<file path="src/sv/uwt_pkg.sv">
package uwt_pkg;

  // Result slots per input byte and field widths
  localparam int UNITS = 4;
  localparam int HELD  = 3;
  localparam int CP_W  = 21;
  localparam int NB_W  = 3;

  // Byte class masks and tags
  localparam logic [7:0] CONT_MASK  = 8'hC0;
  localparam logic [7:0] CONT_TAG   = 8'h80;
  localparam logic [7:0] LEAD2_MASK = 8'hE0;
  localparam logic [7:0] LEAD2_TAG  = 8'hC0;
  localparam logic [7:0] LEAD3_MASK = 8'hF0;
  localparam logic [7:0] LEAD3_TAG  = 8'hE0;
  localparam logic [7:0] LEAD4_MASK = 8'hF8;
  localparam logic [7:0] LEAD4_TAG  = 8'hF0;

  // Sequence lengths
  localparam logic [NB_W-1:0] LEN1 = 3'd1;
  localparam logic [NB_W-1:0] LEN2 = 3'd2;
  localparam logic [NB_W-1:0] LEN3 = 3'd3;
  localparam logic [NB_W-1:0] LEN4 = 3'd4;

  // Whitespace code points above the ASCII range: isolated ones, then the bounds of one range
  localparam logic [CP_W-1:0] CP_NEL    = 21'h00085;
  localparam logic [CP_W-1:0] CP_NBSP   = 21'h000A0;
  localparam logic [CP_W-1:0] CP_OGHAM  = 21'h01680;
  localparam logic [CP_W-1:0] CP_LSEP   = 21'h02028;
  localparam logic [CP_W-1:0] CP_PSEP   = 21'h02029;
  localparam logic [CP_W-1:0] CP_NNBSP  = 21'h0202F;
  localparam logic [CP_W-1:0] CP_MMSP   = 21'h0205F;
  localparam logic [CP_W-1:0] CP_IDSP   = 21'h03000;
  localparam logic [CP_W-1:0] CP_SP_LO  = 21'h02000;
  localparam logic [CP_W-1:0] CP_SP_HI  = 21'h0200A;

  typedef struct packed {
    logic [CP_W-1:0] cp;
    logic [NB_W-1:0] nb;
    logic            raw;
  } uwt_unit_t;

  // Units caused by one input byte, in emission order
  typedef struct packed {
    uwt_unit_t [UNITS-1:0] unit;
    logic [NB_W-1:0]       cnt;
    logic                  fin;
  } uwt_batch_t;

  // Whitespace test of Python str.isspace()
  function automatic logic ws_class(input logic [CP_W-1:0] cp);
    logic sp;
    sp = 1'b0;
    if (cp < 21'h80) begin
      sp = (cp >= 21'h09 && cp <= 21'h0D) || (cp >= 21'h1C && cp <= 21'h20);
    end else begin
      sp = (cp == CP_NEL) || (cp == CP_NBSP) || (cp == CP_OGHAM) ||
           (cp == CP_LSEP) || (cp == CP_PSEP) || (cp == CP_NNBSP) ||
           (cp == CP_MMSP) || (cp == CP_IDSP) ||
           (cp >= CP_SP_LO && cp <= CP_SP_HI);
    end
    return sp;
  endfunction

endpackage

</file>
<file path="src/sv/uwt_if.sv">
interface uwt_in_if;
  logic       valid;
  logic       ready;
  logic [7:0] data_byte;
  logic       final_byte;

  modport source (output valid, output data_byte, output final_byte, input ready);
  modport sink   (input valid, input data_byte, input final_byte, output ready);
endinterface

interface uwt_out_if;
  logic        valid;
  logic        ready;
  logic [20:0] code_point;
  logic [2:0]  unit_bytes;
  logic        is_space;
  logic        word_start;
  logic        raw_fallback;
  logic        text_end;
  logic        run_last;

  modport source (output valid, output code_point, output unit_bytes, output is_space,
                  output word_start, output raw_fallback, output text_end,
                  output run_last, input ready);
  modport sink   (input valid, input code_point, input unit_bytes, input is_space,
                  input word_start, input raw_fallback, input text_end,
                  input run_last, output ready);
endinterface

</file>
<file path="src/sv/uwt_decode.sv">
module uwt_decode (
  input  logic                clk,
  input  logic                rst_n,
  uwt_in_if.sink              in_chan,
  output logic                batch_v,
  output uwt_pkg::uwt_batch_t batch,
  input  logic                batch_take
);

  logic [7:0]                  held_r [uwt_pkg::HELD];
  logic [1:0]                  held_cnt_r, held_cnt_nxt;
  logic [uwt_pkg::NB_W-1:0]    exp_len_r, exp_len_nxt;
  logic [uwt_pkg::CP_W-1:0]    pp_r, pp_nxt;
  logic                        batch_v_r, batch_v_nxt;
  uwt_pkg::uwt_batch_t         batch_r, batch_nxt;

  logic [7:0]                  b;
  logic                        fin, acc, cont, is_ascii, is_lead;
  logic [uwt_pkg::NB_W-1:0]    new_cnt, lead_len;
  logic [uwt_pkg::CP_W-1:0]    new_pp, lead_pp;
  logic [1:0]                  pre_n, hw_idx;
  logic                        tail_v, hw_en;
  uwt_pkg::uwt_unit_t          tail;

  assign b        = in_chan.data_byte;
  assign fin      = in_chan.final_byte;
  assign in_chan.ready = !batch_v_r || batch_take;
  assign acc      = in_chan.valid && in_chan.ready;

  // Classify the incoming byte
  assign cont     = (b & uwt_pkg::CONT_MASK) == uwt_pkg::CONT_TAG;
  assign is_ascii = !b[7];
  assign new_cnt  = {1'b0, held_cnt_r} + 3'd1;
  assign new_pp   = {pp_r[uwt_pkg::CP_W-7:0], b[5:0]};

  always_comb begin
    lead_len = uwt_pkg::LEN1;
    lead_pp  = '0;
    is_lead  = 1'b1;
    if ((b & uwt_pkg::LEAD2_MASK) == uwt_pkg::LEAD2_TAG) begin
      lead_len = uwt_pkg::LEN2;
      lead_pp  = {16'b0, b[4:0]};
    end else if ((b & uwt_pkg::LEAD3_MASK) == uwt_pkg::LEAD3_TAG) begin
      lead_len = uwt_pkg::LEN3;
      lead_pp  = {17'b0, b[3:0]};
    end else if ((b & uwt_pkg::LEAD4_MASK) == uwt_pkg::LEAD4_TAG) begin
      lead_len = uwt_pkg::LEN4;
      lead_pp  = {18'b0, b[2:0]};
    end else begin
      is_lead  = 1'b0;
    end
  end

  // Decide the units for this byte: held raw bytes first, then at most one tail unit
  always_comb begin
    pre_n        = 2'd0;
    tail_v       = 1'b0;
    tail.cp      = {13'b0, b};
    tail.nb      = uwt_pkg::LEN1;
    tail.raw     = 1'b1;
    held_cnt_nxt = held_cnt_r;
    exp_len_nxt  = exp_len_r;
    pp_nxt       = pp_r;
    hw_en        = 1'b0;
    hw_idx       = held_cnt_r;
    if (held_cnt_r != 2'd0 && cont) begin
      if (new_cnt >= exp_len_r) begin
        // sequence complete
        tail_v       = 1'b1;
        tail.cp      = new_pp;
        tail.nb      = exp_len_r;
        tail.raw     = 1'b0;
        held_cnt_nxt = 2'd0;
        exp_len_nxt  = '0;
        pp_nxt       = '0;
      end else if (fin) begin
        // truncated at end of text: flush held bytes and this one raw
        pre_n        = held_cnt_r;
        tail_v       = 1'b1;
        held_cnt_nxt = 2'd0;
        exp_len_nxt  = '0;
        pp_nxt       = '0;
      end else begin
        hw_en        = 1'b1;
        held_cnt_nxt = new_cnt[1:0];
        pp_nxt       = new_pp;
      end
    end else begin
      // flush whatever is held, then take the byte fresh
      pre_n        = held_cnt_r;
      held_cnt_nxt = 2'd0;
      exp_len_nxt  = '0;
      pp_nxt       = '0;
      if (is_ascii) begin
        tail_v   = 1'b1;
        tail.raw = 1'b0;
      end else if (is_lead && !fin) begin
        hw_en        = 1'b1;
        hw_idx       = 2'd0;
        held_cnt_nxt = 2'd1;
        exp_len_nxt  = lead_len;
        pp_nxt       = lead_pp;
      end else begin
        tail_v = 1'b1;
      end
    end
  end

  // Assemble the batch
  always_comb begin
    for (int k = 0; k < uwt_pkg::HELD; k++) begin
      if (2'(k) < pre_n) begin
        batch_nxt.unit[k].cp  = {13'b0, held_r[k]};
        batch_nxt.unit[k].nb  = uwt_pkg::LEN1;
        batch_nxt.unit[k].raw = 1'b1;
      end else begin
        batch_nxt.unit[k] = tail;
      end
    end
    batch_nxt.unit[uwt_pkg::UNITS-1] = tail;
    batch_nxt.cnt = {1'b0, pre_n} + {2'b0, tail_v};
    batch_nxt.fin = fin;
  end

  always_comb begin
    batch_v_nxt = batch_v_r && !batch_take;
    if (acc && batch_nxt.cnt != '0) begin
      batch_v_nxt = 1'b1;
    end
  end

  // Hold sequence state and the batch register
  always_ff @(posedge clk) begin
    if (!rst_n) begin
      held_cnt_r <= 2'd0;
      exp_len_r  <= '0;
      pp_r       <= '0;
      batch_v_r  <= 1'b0;
    end else begin
      batch_v_r <= batch_v_nxt;
      if (acc) begin
        held_cnt_r <= held_cnt_nxt;
        exp_len_r  <= exp_len_nxt;
        pp_r       <= pp_nxt;
      end
    end
  end

  always_ff @(posedge clk) begin
    if (acc && hw_en && hw_idx != 2'd3) begin
      held_r[hw_idx] <= b;
    end
    if (acc && batch_nxt.cnt != '0) begin
      batch_r <= batch_nxt;
    end
  end

  assign batch_v = batch_v_r;
  assign batch   = batch_r;

  // Sequence bookkeeping stays consistent
  a_len_above_cnt: assert property (@(posedge clk) disable iff (!rst_n)
    held_cnt_r != 2'd0 |-> exp_len_r > {1'b0, held_cnt_r})
    else $error("held count not below expected length");

  a_idle_len: assert property (@(posedge clk) disable iff (!rst_n)
    held_cnt_r == 2'd0 |-> exp_len_r == '0)
    else $error("expected length set with nothing held");

  a_fin_clears: assert property (@(posedge clk) disable iff (!rst_n)
    acc && fin |=> held_cnt_r == 2'd0)
    else $error("sequence left open after final byte");

  a_batch_hold: assert property (@(posedge clk) disable iff (!rst_n)
    batch_v_r && !batch_take |=> batch_v_r && $stable(batch_r))
    else $error("pending batch changed before it was drained");

endmodule

</file>
<file path="src/sv/uwt_emit.sv">
module uwt_emit (
  input  logic                clk,
  input  logic                rst_n,
  input  logic                batch_v,
  input  uwt_pkg::uwt_batch_t batch,
  output logic                batch_take,
  uwt_out_if.source           out_chan
);

  logic [1:0]               idx_r, idx_nxt;
  logic                     as_r, as_nxt;
  logic                     out_v_r;
  logic [uwt_pkg::CP_W-1:0] cp_r;
  logic [uwt_pkg::NB_W-1:0] nb_r;
  logic                     sp_r, ws_r, raw_r, end_r, last_r;

  uwt_pkg::uwt_unit_t       cur;
  logic                     load, last, sp, tend;

  // Pick the current unit of the batch and class it
  assign cur  = batch.unit[idx_r];
  assign last = {1'b0, idx_r} == (batch.cnt - 3'd1);
  assign load = batch_v && (!out_v_r || out_chan.ready);
  assign sp   = uwt_pkg::ws_class(cur.cp);
  assign tend = last && batch.fin;
  assign batch_take = load && last;

  always_comb begin
    idx_nxt = idx_r;
    as_nxt  = as_r;
    if (load) begin
      idx_nxt = last ? 2'd0 : idx_r + 2'd1;
      as_nxt  = tend ? 1'b1 : sp;
    end
  end

  // Advance through the batch and hold the word state
  always_ff @(posedge clk) begin
    if (!rst_n) begin
      idx_r   <= 2'd0;
      as_r    <= 1'b1;
      out_v_r <= 1'b0;
    end else begin
      idx_r <= idx_nxt;
      as_r  <= as_nxt;
      if (load) begin
        out_v_r <= 1'b1;
      end else if (out_chan.ready) begin
        out_v_r <= 1'b0;
      end
    end
  end

  // Result register
  always_ff @(posedge clk) begin
    if (load) begin
      cp_r   <= cur.cp;
      nb_r   <= cur.nb;
      raw_r  <= cur.raw;
      sp_r   <= sp;
      ws_r   <= !sp && as_r;
      end_r  <= tend;
      last_r <= last;
    end
  end

  assign out_chan.valid        = out_v_r;
  assign out_chan.code_point   = cp_r;
  assign out_chan.unit_bytes   = nb_r;
  assign out_chan.is_space     = sp_r;
  assign out_chan.word_start   = ws_r;
  assign out_chan.raw_fallback = raw_r;
  assign out_chan.text_end     = end_r;
  assign out_chan.run_last     = last_r;

  a_end_is_last: assert property (@(posedge clk) disable iff (!rst_n)
    out_v_r && end_r |-> last_r)
    else $error("text end on a result that is not the last of its byte");

  a_word_not_space: assert property (@(posedge clk) disable iff (!rst_n)
    out_v_r && ws_r |-> !sp_r)
    else $error("word start on a whitespace unit");

  a_text_restart: assert property (@(posedge clk) disable iff (!rst_n)
    load && tend |=> as_r)
    else $error("word state not back to text start after final unit");

endmodule

</file>
<file path="src/sv/utf8_whitespace_tokenizer.sv">
// UTF-8 whitespace tokenizer. Takes text one byte per transaction, final_byte
// set on the last byte, and returns one result per decoded unit: the code point
// (or the raw byte of a broken or truncated sequence), its byte count, whether
// it is Python-style whitespace and whether it starts a word. A byte that
// completes a character, or an ASCII/stray byte, gives one result; a byte that
// only extends a sequence gives none; a byte that breaks a sequence gives up to
// four. Input bytes are taken one per cycle while each gives at most one
// result and the output does not stall; else the output serializer sets the
// rate. A result passes the decoder batch register and then the output
// register; input is still taken while a result waits if no batch is pending.
module utf8_whitespace_tokenizer (
  input  logic       clk,
  input  logic       rst_n,
  uwt_in_if.sink     in_chan,
  uwt_out_if.source  out_chan
);

  logic                batch_v;
  logic                batch_take;
  uwt_pkg::uwt_batch_t batch;

  uwt_decode u_decode (
    .clk        (clk),
    .rst_n      (rst_n),
    .in_chan    (in_chan),
    .batch_v    (batch_v),
    .batch      (batch),
    .batch_take (batch_take)
  );

  uwt_emit u_emit (
    .clk        (clk),
    .rst_n      (rst_n),
    .batch_v    (batch_v),
    .batch      (batch),
    .batch_take (batch_take),
    .out_chan   (out_chan)
  );

endmodule
</file>
<file path="src/flat_wrapper.sv">
// flat-port wrapper written by rule: the top's interface ports become plain ports
module utf8_whitespace_tokenizer_flat 
  (clk, rst_n, in_chan_valid, in_chan_data_byte, in_chan_final_byte, in_chan_ready, out_chan_valid, out_chan_code_point, out_chan_unit_bytes, out_chan_is_space, out_chan_word_start, out_chan_raw_fallback, out_chan_text_end, out_chan_run_last, out_chan_ready);
  uwt_in_if in_chan_i ();
  uwt_out_if out_chan_i ();
  input  logic clk;
  input  logic rst_n;
  input wire logic [$bits(in_chan_i.valid)-1:0] in_chan_valid;
  input wire logic [$bits(in_chan_i.data_byte)-1:0] in_chan_data_byte;
  input wire logic [$bits(in_chan_i.final_byte)-1:0] in_chan_final_byte;
  output wire logic [$bits(in_chan_i.ready)-1:0] in_chan_ready;
  output wire logic [$bits(out_chan_i.valid)-1:0] out_chan_valid;
  output wire logic [$bits(out_chan_i.code_point)-1:0] out_chan_code_point;
  output wire logic [$bits(out_chan_i.unit_bytes)-1:0] out_chan_unit_bytes;
  output wire logic [$bits(out_chan_i.is_space)-1:0] out_chan_is_space;
  output wire logic [$bits(out_chan_i.word_start)-1:0] out_chan_word_start;
  output wire logic [$bits(out_chan_i.raw_fallback)-1:0] out_chan_raw_fallback;
  output wire logic [$bits(out_chan_i.text_end)-1:0] out_chan_text_end;
  output wire logic [$bits(out_chan_i.run_last)-1:0] out_chan_run_last;
  input wire logic [$bits(out_chan_i.ready)-1:0] out_chan_ready;
  assign in_chan_i.valid = in_chan_valid;
  assign in_chan_i.data_byte = in_chan_data_byte;
  assign in_chan_i.final_byte = in_chan_final_byte;
  assign in_chan_ready = in_chan_i.ready;
  assign out_chan_valid = out_chan_i.valid;
  assign out_chan_code_point = out_chan_i.code_point;
  assign out_chan_unit_bytes = out_chan_i.unit_bytes;
  assign out_chan_is_space = out_chan_i.is_space;
  assign out_chan_word_start = out_chan_i.word_start;
  assign out_chan_raw_fallback = out_chan_i.raw_fallback;
  assign out_chan_text_end = out_chan_i.text_end;
  assign out_chan_run_last = out_chan_i.run_last;
  assign out_chan_i.ready = out_chan_ready;
  utf8_whitespace_tokenizer u_core (.clk(clk), .rst_n(rst_n), .in_chan(in_chan_i), .out_chan(out_chan_i));
endmodule
</file>
<file path="config.mk">
export PLATFORM = sky130hd
export DESIGN_NAME = utf8_whitespace_tokenizer_flat
export DESIGN_NICKNAME = d
export VERILOG_FILES = /design/src/sv/uwt_pkg.sv /design/src/sv/uwt_if.sv /design/src/sv/uwt_decode.sv /design/src/sv/uwt_emit.sv /design/src/sv/utf8_whitespace_tokenizer.sv /design/src/flat_wrapper.sv
export SDC_FILE = /design/constraint.sdc
export NUM_CORES = 1
export LEC_CHECK = 0
export ABC_AREA = 1
export ABC_CLOCK_PERIOD_IN_PS = 9700
export BUFFER_PORTS_ARGS = -buffer_cell sky130_fd_sc_hd__buf_2
export CORE_UTILIZATION = 55
export DETAILED_ROUTE_END_ITERATION = 7
export HOLD_SLACK_MARGIN = 0.15
export PLACE_DENSITY = 0.83
export SLEW_MARGIN = 20
export SYNTH_ARGS = -nofsm -noshare
export SYNTH_HDL_FRONTEND = slang
export SYNTH_HIERARCHICAL = 1
export SYNTH_SLANG_ARGS = --single-unit
</file>
<file path="constraint.sdc">
create_clock -name clk -period 9.7 [get_ports clk]
set_input_delay 1.455 -clock clk [delete_from_list [all_inputs] [get_ports clk]]
set_output_delay 1.455 -clock clk [all_outputs]
set_load 0.1 [all_outputs]
</file>
==> results.md, run 1 <==
- Max Freq: 217.1 MHz
- Leak pwr: 3.687 nW
- Switching share of power: 0.2912
- CTS tree: built
- GRT Total Usage: 0.2346
- Mapped Nets: 865
- Synth Register Bits: 182
- Worst path required time: 9760 ps
- Drt via density: 5.474
- Maximum fanout along the worst path: 69
- Dpl hpwl: 10870 um
- CTS buffer count: 17
- Root Buffer: clkbuf_16
- First-pass GRT wire length: 28170 um
- Largest cells by area after synthesis: edfxtp_1 (56%), nand2_1 (11%), dfxtp_1 (5.9%)
- Iter 0 DRT Violations: 508
- Max-slew violations: 0
- Commonest cells post-synth: nand2_1 (245), edfxtp_1 (157), nor2_1 (103)
- Ratio of cells with drive above 1 in the final layout: 0.1825
- Tcrit/Tclk final: 0.4748
- Sequential element share of the synthesized area: 0.6174
- Distinct cells, synth: 40
- Avg Inst Size Synth: 10.01 sq um
- Num rows: 44
- DR pass1 iterations: 5
- Reg clk slew, reported paths: 70 ps
- Clock Power Share: 0.356
- Worst hold path type: reg2reg
- Port Buffers: 43
- Final Hold Viols: 0
- Most area-hungry cell type in the Yosys netlist: edfxtp_1
- Fill count: 1176
- CTS Hold Bufs: 0
- Switch Pwr: 582.0 uW
- Unrepaired setup endpoints after global routing: false
- Final ANT Viol Nets: 0
- Post-synth top area share: 0.5581
- Die Wd: 125.9 um
- Outcome: complete, no violations
- Final GP Congestion: 0.9110
- Int Pwr: 1.416 mW
- Comb pwr share: 0.176
- Routed via count: 5895
- Ys flop type: edfxtp_1
- Crit path launch type: register
- Yosys warns: 6
- Area Growth Syn to Fin: 10.32%
- Worst-Skew Late Latency: 430 ps
- Least-Margin Pin Slew: 897.5 ps
- Final Setup Violations: 0
- Min Tclk post-route: 4606 ps
- Antenna violations before repair: 0
- Max_slew headroom: 0.4017
- Overflow after GRT: 0
- Count leader, synth: nand2_1
- Setup bufs post-CTS: 0
- Vias in the first global route: 5558
- Skew final: 6.190 ps
- Worst VDD drop: 163.2 uV
- CP Data Arrival Time: 4670 ps
- Core ar.: 14750 sq um
- Drt wl/cell: 16.09 um
- Critical path class: reg2reg
- Pwr Density: 214.4 nW/um^2
- CP Capture Type: register
- Die Height: 125.9 um
- Largest net degree at the start of global routing: 70
- Diode count: 0
- Die Footprint: 15860 sq um
- Mapped Area: 8447 sq um
- Maximum clock insertion buffer count: 2
- Resized Gates After CTS: 0
- Initial Utilization: 0.5725
- Syn Inst Count: 844
- Clock Sinks: 182
- CTS H-tree lvls: 4
- Reg power frac: 0.468
- DRT Wirelength: 17330 um
- Nets: 901
- Sum Neg Setup Slack: 0 ps
- FFs w/ async S/R, synth: 0
- Post-synth EDFFs: 157
- Min Hold Slack: 470.6 ps
- Io pins: 44
- DR DRC count: 0
- Max-cap violations: 0
==> stage by stage <==
step	worst slack (ps)	total power, mW	utilization	std cells	area (sq um)
2_1_floorplan	1786	1.238	-	844	8447
3_3_place_gp	4551	1.288	0.5881	1044	8677
3_5_place_dp	4361	1.297	0.5881	1044	8677
4_1_cts	4492	2.009	0.6299	1076	9294
5_1_grt	4796	2.074	0.6316	1077	9319
6_report	5094	1.998	0.6316	1077	9319
==> metal layers <==
metal,global-route usage,wire [um],share of wire
met1,0.3104,7391,0.43
met3,0.05650,1232,0.071
met2,0.3711,8257,0.48
met4,0.1013,445,0.026
met5,0,0,0
==> path summary, 6_finish.rpt <==
| check | to | depth (start not counted) | slack, ps | from |
|---|---|---|---|---|
| worst max-delay path | u_core/u_decode/batch[69]$_SDFFCE_PN0P_ | 13 | 5090 | u_core/u_decode/held_cnt_r[1]$_SDFFE_PN0P_ |
| worst min-delay path | u_core/u_decode/exp_len_r[2]$_SDFFE_PN0P_ | 2 | 470 | u_core/u_decode/exp_len_r[2]$_SDFFE_PN0P_ |
| worst max register to register | u_core/u_decode/batch[69]$_SDFFCE_PN0P_ | 13 | 5090 | u_core/u_decode/held_cnt_r[1]$_SDFFE_PN0P_ |
| worst min register to register | u_core/u_decode/exp_len_r[2]$_SDFFE_PN0P_ | 2 | 470 | u_core/u_decode/exp_len_r[2]$_SDFFE_PN0P_ |
==> cell families after synthesis <==
kind of cell    Yosys count  synth area share
buf+inv                 111           0.06621
xor+xnor                  3          0.003111
fa+ha+maj                 8           0.01185
compound gates           63           0.04962
flops                   182            0.6174
simple gates            477            0.2518
==> registers in the layout, summed over array words and instances (netlist names), 2 cells and up <==
register	count
u_core/u_emit/out_chan.unit_bytes	3
u_core/u_decode/exp_len_r	3
u_core/u_emit/idx_r	2
u_core/u_decode/pp_r	15
u_core/u_emit/out_chan.code_point	21
u_core/u_decode/held_cnt_r	2
u_core/u_decode/held_r	24
u_core/u_decode/batch	104
==> final cells by class <==
| class | instances | area, sq um | share of cell area |
|---|---|---|---|
| tap | 184 | 230.2 | 0.02470 |
| timing repair buffer | 48 | 265.3 | 0.02846 |
| multi-input combinational | 551 | 2685 | 0.2881 |
| clock buffer | 21 | 470.5 | 0.05048 |
| inverter | 80 | 305.3 | 0.03276 |
| clock inverter | 11 | 146.4 | 0.01571 |
| sequential | 182 | 5216 | 0.5597 |
==> power by group through the flow <==
stage	Clock [mW]	Sequential, mW	Combinational (mW)
final	0.712	0.935	0.352
after floorplan	0	1.04	0.194
after detailed placement	0	0.952	0.345
after global routing	0.753	0.939	0.382
after CTS	0.725	0.935	0.348
after global placement	0	0.951	0.337
==> cells in the final DEF, fill, tap and decap left out, drive strengths merged <==
master | netlist | routed
or2 | 4 | 4
clkinv | 1 | 5
xnor2 | 1 | 1
o2111ai | 1 | 1
nor2 | 114 | 114
dfxtp | 25 | 25
bufinv | 0 | 3
ha | 8 | 8
edfxtp | 157 | 157
nand2 | 275 | 275
xor2 | 2 | 2
o22ai | 5 | 5
o21ai | 29 | 29
inv | 79 | 80
nand3 | 67 | 67
o211ai | 2 | 2
a211oi | 9 | 9
nand3b | 1 | 1
clkinvlp | 0 | 3
nand4 | 7 | 7
buf | 30 | 48
o21bai | 1 | 1
nor3 | 9 | 9
clkbuf | 1 | 21
a31oi | 1 | 1
a21oi | 15 | 15
==> worst max-delay path, cell delays in order, from the launching register on <==
cell,delay [ps]
dfxtp_1,600
inv_1,180
ha_1,360
ha_1,340
nand3_1,140
nand3_2,160
nand2_4,370
nand3_2,260
inv_2,70
ha_1,200
ha_1,290
nor3_1,80
nor2_4,390
buf_4,710
(Power assumes the default switching activity.)
==> inputs of run 2 (changes only) <==
- ABC_CLOCK_PERIOD_IN_PS: 9700 -> 3800
- PLACE_DENSITY: 0.83 -> 0.86
- clock period: 9.7 -> 3.8 ns (I/O delays scaled with it)
==> run 2 against run 1 <==
Clock power increased by 140%. Core utilization increased by 0.77 points. Hold slack got worse by 80 ps. Clock skew increased by 3.1 ps. Count of clock-buffer cells in the layout decreased by 3. Critical endpoint is now u_core/u_decode/batch[52]$_SDFFCE_PN0P_. First-iteration DRC count increased by 21%. Via count increased by 1.3%. Die area unchanged. Highest routed layer unchanged. Maximum frequency increased by 48%. Critical path type unchanged. Largest power group unchanged. Critical path depth increased by 1. Sequential share of layout area decreased by 0.62 points. Register-to-register slack got worse by 4400 ps.
==> results.md, run 2 (synthesized netlist as in run 1, its figures left out) <==
- Met3 WL: 1317 um (was 1232 um)
- Area Growth Syn to Fin: 11.67% (was 10.32%)
- Most frequent cells in the layout: nand2_1 (243), edfxtp_1 (157), nor2_1 (102) (was nand2_1 (245), edfxtp_1 (157), nor2_1 (102))
- Num rows: 44 (unchanged)
- Diode count: 0 (unchanged)
- Tcrit/Tclk final: 0.8205 (was 0.4748)
- Drt via density: 5.512 (was 5.474)
- CTS buffer count: 17 (unchanged)
- Drt wl/cell: 15.93 um (was 16.09 um)
- Worst VDD drop: 359.4 uV (was 163.2 uV)
- GRT Total Usage: 0.2337 (was 0.2346)
- Final Cell Area: 9433 sq um (was 9319 sq um)
- Initial Utilization: 0.5725 (unchanged)
- Outcome: complete, no violations (unchanged)
- Dpl hpwl: 11140 um (was 10870 um)
- CTS Hold Bufs: 0 (unchanged)
- Max Freq: 320.7 MHz (was 217.1 MHz)
- R2r worst-path depth: 14 (was 13)
- DR DRC count: 0 (unchanged)
- Final ANT Viol Nets: 0 (unchanged)
- Maximum fanout along the worst path: 89 (was 69)
- Reg clk slew, reported paths: 70 ps (about the same)
- Die Wd: 125.9 um (unchanged)
- Nets: 907 (was 901)
- Setup bufs post-CTS: 0 (unchanged)
- Wire length on met2: 8398 um (was 8257 um)
- Crit path cell chain: inv_4, ha_4, ha_4, nand2_1, nor2_1, nor2_1, nand3_1, nand2_2, inv_2, ha_4, ha_4, nor3_2, nor2_4, buf_12 (was inv_1, ha_1, ha_1, nand3_1, nand3_2, nand2_4, nand3_2, inv_2, ha_1, ha_1, nor3_1, nor2_4, buf_4)
- Pwr Density: 533.6 nW/um^2 (was 214.4 nW/um^2)
- CP Capture Type: register (unchanged)
- Largest net degree at the start of global routing: 90 (was 70)
- Critical path class: reg2reg (unchanged)
- Vias in the first global route: 5706 (was 5558)
- Least-Margin Pin Slew: 678.1 ps (was 897.5 ps)
- Routed via count: 5970 (was 5895)
- First-pass GRT wire length: 28240 um (was 28170 um)
- Worst path required time: 3880 ps (was 9760 ps)
- Clock Sinks: 182 (unchanged)
- Final Setup Violations: 0 (unchanged)
- Worst slack, placed: 799.8 ps (was 4361 ps)
- Slowest CP cell: dfxtp_2 (was buf_4)
- CP max stage delay: 500 ps (was 710 ps)
- Post-DP Area: 8853 sq um (was 8677 sq um)
- Max-slew violations: 0 (unchanged)
- CP Data Arrival Time: 3190 ps (was 4670 ps)
- Iter 0 DRT Violations: 613 (was 508)
- DRT Wirelength: 17250 um (was 17330 um)
- Die Footprint: 15860 sq um (unchanged)
- Max_slew headroom: 0.5473 (was 0.4017)
- Crit path launch type: register (unchanged)
- Die Height: 125.9 um (unchanged)
- Hold path depth: 1 (was 2)
- CTS tree: built (unchanged)
- Unrepaired setup endpoints after global routing: false (unchanged)
- Max-cap violations: 0 (unchanged)
- Final Worst Setup Slack: 682.0 ps (was 5094 ps)
- Maximum clock insertion buffer count: 2 (unchanged)
- Io pins: 44 (unchanged)
- Worst hold path type: in2reg (was reg2reg)
- Min Tclk post-route: 3118 ps (was 4606 ps)
- Overflow after GRT: 0 (unchanged)
- Wire length on met1: 7158 um (was 7391 um)
- Most common cell on crit path: ha_4 (was ha_1)
- Antenna violations before repair: 0 (unchanged)
- Core ar.: 14750 sq um (unchanged)
- Number of flip-flops in the largest register: 104 (unchanged)
- Leak pwr: 3.716 nW (was 3.687 nW)
- Highest metal used: met4 (unchanged)
- Power, Total: 5.033 mW (was 1.998 mW)
- Root Buffer: clkbuf_16 (unchanged)
- Resized Gates After CTS: 0 (unchanged)
- DR pass1 iterations: 5 (unchanged)
- Skew final: 9.318 ps (was 6.190 ps)
- Ratio of cells with drive above 1 in the final layout: 0.2024 (was 0.1825)
- CTS H-tree lvls: 4 (unchanged)
- Final GP Congestion: 0.9106 (was 0.9110)
- Commonest non-fill, non-tap cell in the layout: nand2_1 (unchanged)
- Port Buffers: 43 (unchanged)
- Worst-Skew Late Latency: 440 ps (was 430 ps)
- Final Hold Viols: 0 (unchanged)
run 2: metrics by stage:
step | util | hold slack (ps) | cells | TNS, ps
2_1_floorplan | - | 435.5 | 844 | -9544
6_report | 0.6393 | 390.5 | 1083 | 0
4_1_cts | 0.6393 | 374.3 | 1083 | 0
3_3_place_gp | 0.6001 | 453.6 | 1051 | 0
3_5_place_dp | 0.6001 | 464.8 | 1051 | 0
5_1_grt | 0.6393 | 390.7 | 1083 | 0
run 2: worst max-delay path: cells and delay by family (launching register included):
kind / cells / cell delay (ps)
DFF: 1 / 500
buffers and inverters: 3 / 520
and+or+nand+nor: 7 / 730
adders and majority gates: 4 / 940
run 2: power breakdown:
group,total (mW),switching [mW],leakage [nW],internal [mW]
clock,1.73,0.757,0.280,0.975
combinational,0.910,0.714,1.74,0.196
sequential,2.39,0.0479,1.69,2.34
run 2: routing by layer:
metal  global-route usage  up-vias
li1                     -     2887
met1               0.3055     2790
met2               0.3819      261
met3              0.04758       32
met4              0.09780        0
met5                    0        -
run 2: final cells by class:
cell class / count / area, sq um
Multi-Input combinational cell: 551 / 2781
Tap cell: 184 / 230.2
Fill cell: 1144 / 5321
Inverter: 80 / 310.3
Sequential cell: 182 / 5221
Clock inverter: 14 / 150.1
Clock buffer: 18 / 429.2
Timing Repair Buffer: 54 / 310.3
run 2: worst paths after layout:
kind	end	from	slack, ps
setup / recovery	u_core/u_decode/batch[52]$_SDFFCE_PN0P_	u_core/u_decode/held_cnt_r[1]$_SDFFE_PN0P_	680
hold / removal	u_core/u_decode/held_r[2][6]$_DFFE_PP_	in_chan_data_byte[6]	390
setup reg to reg	u_core/u_decode/batch[52]$_SDFFCE_PN0P_	u_core/u_decode/held_cnt_r[1]$_SDFFE_PN0P_	680
hold reg to reg	u_core/u_decode/pp_r[0]$_SDFFE_PN0P_	u_core/u_decode/pp_r[0]$_SDFFE_PN0P_	470
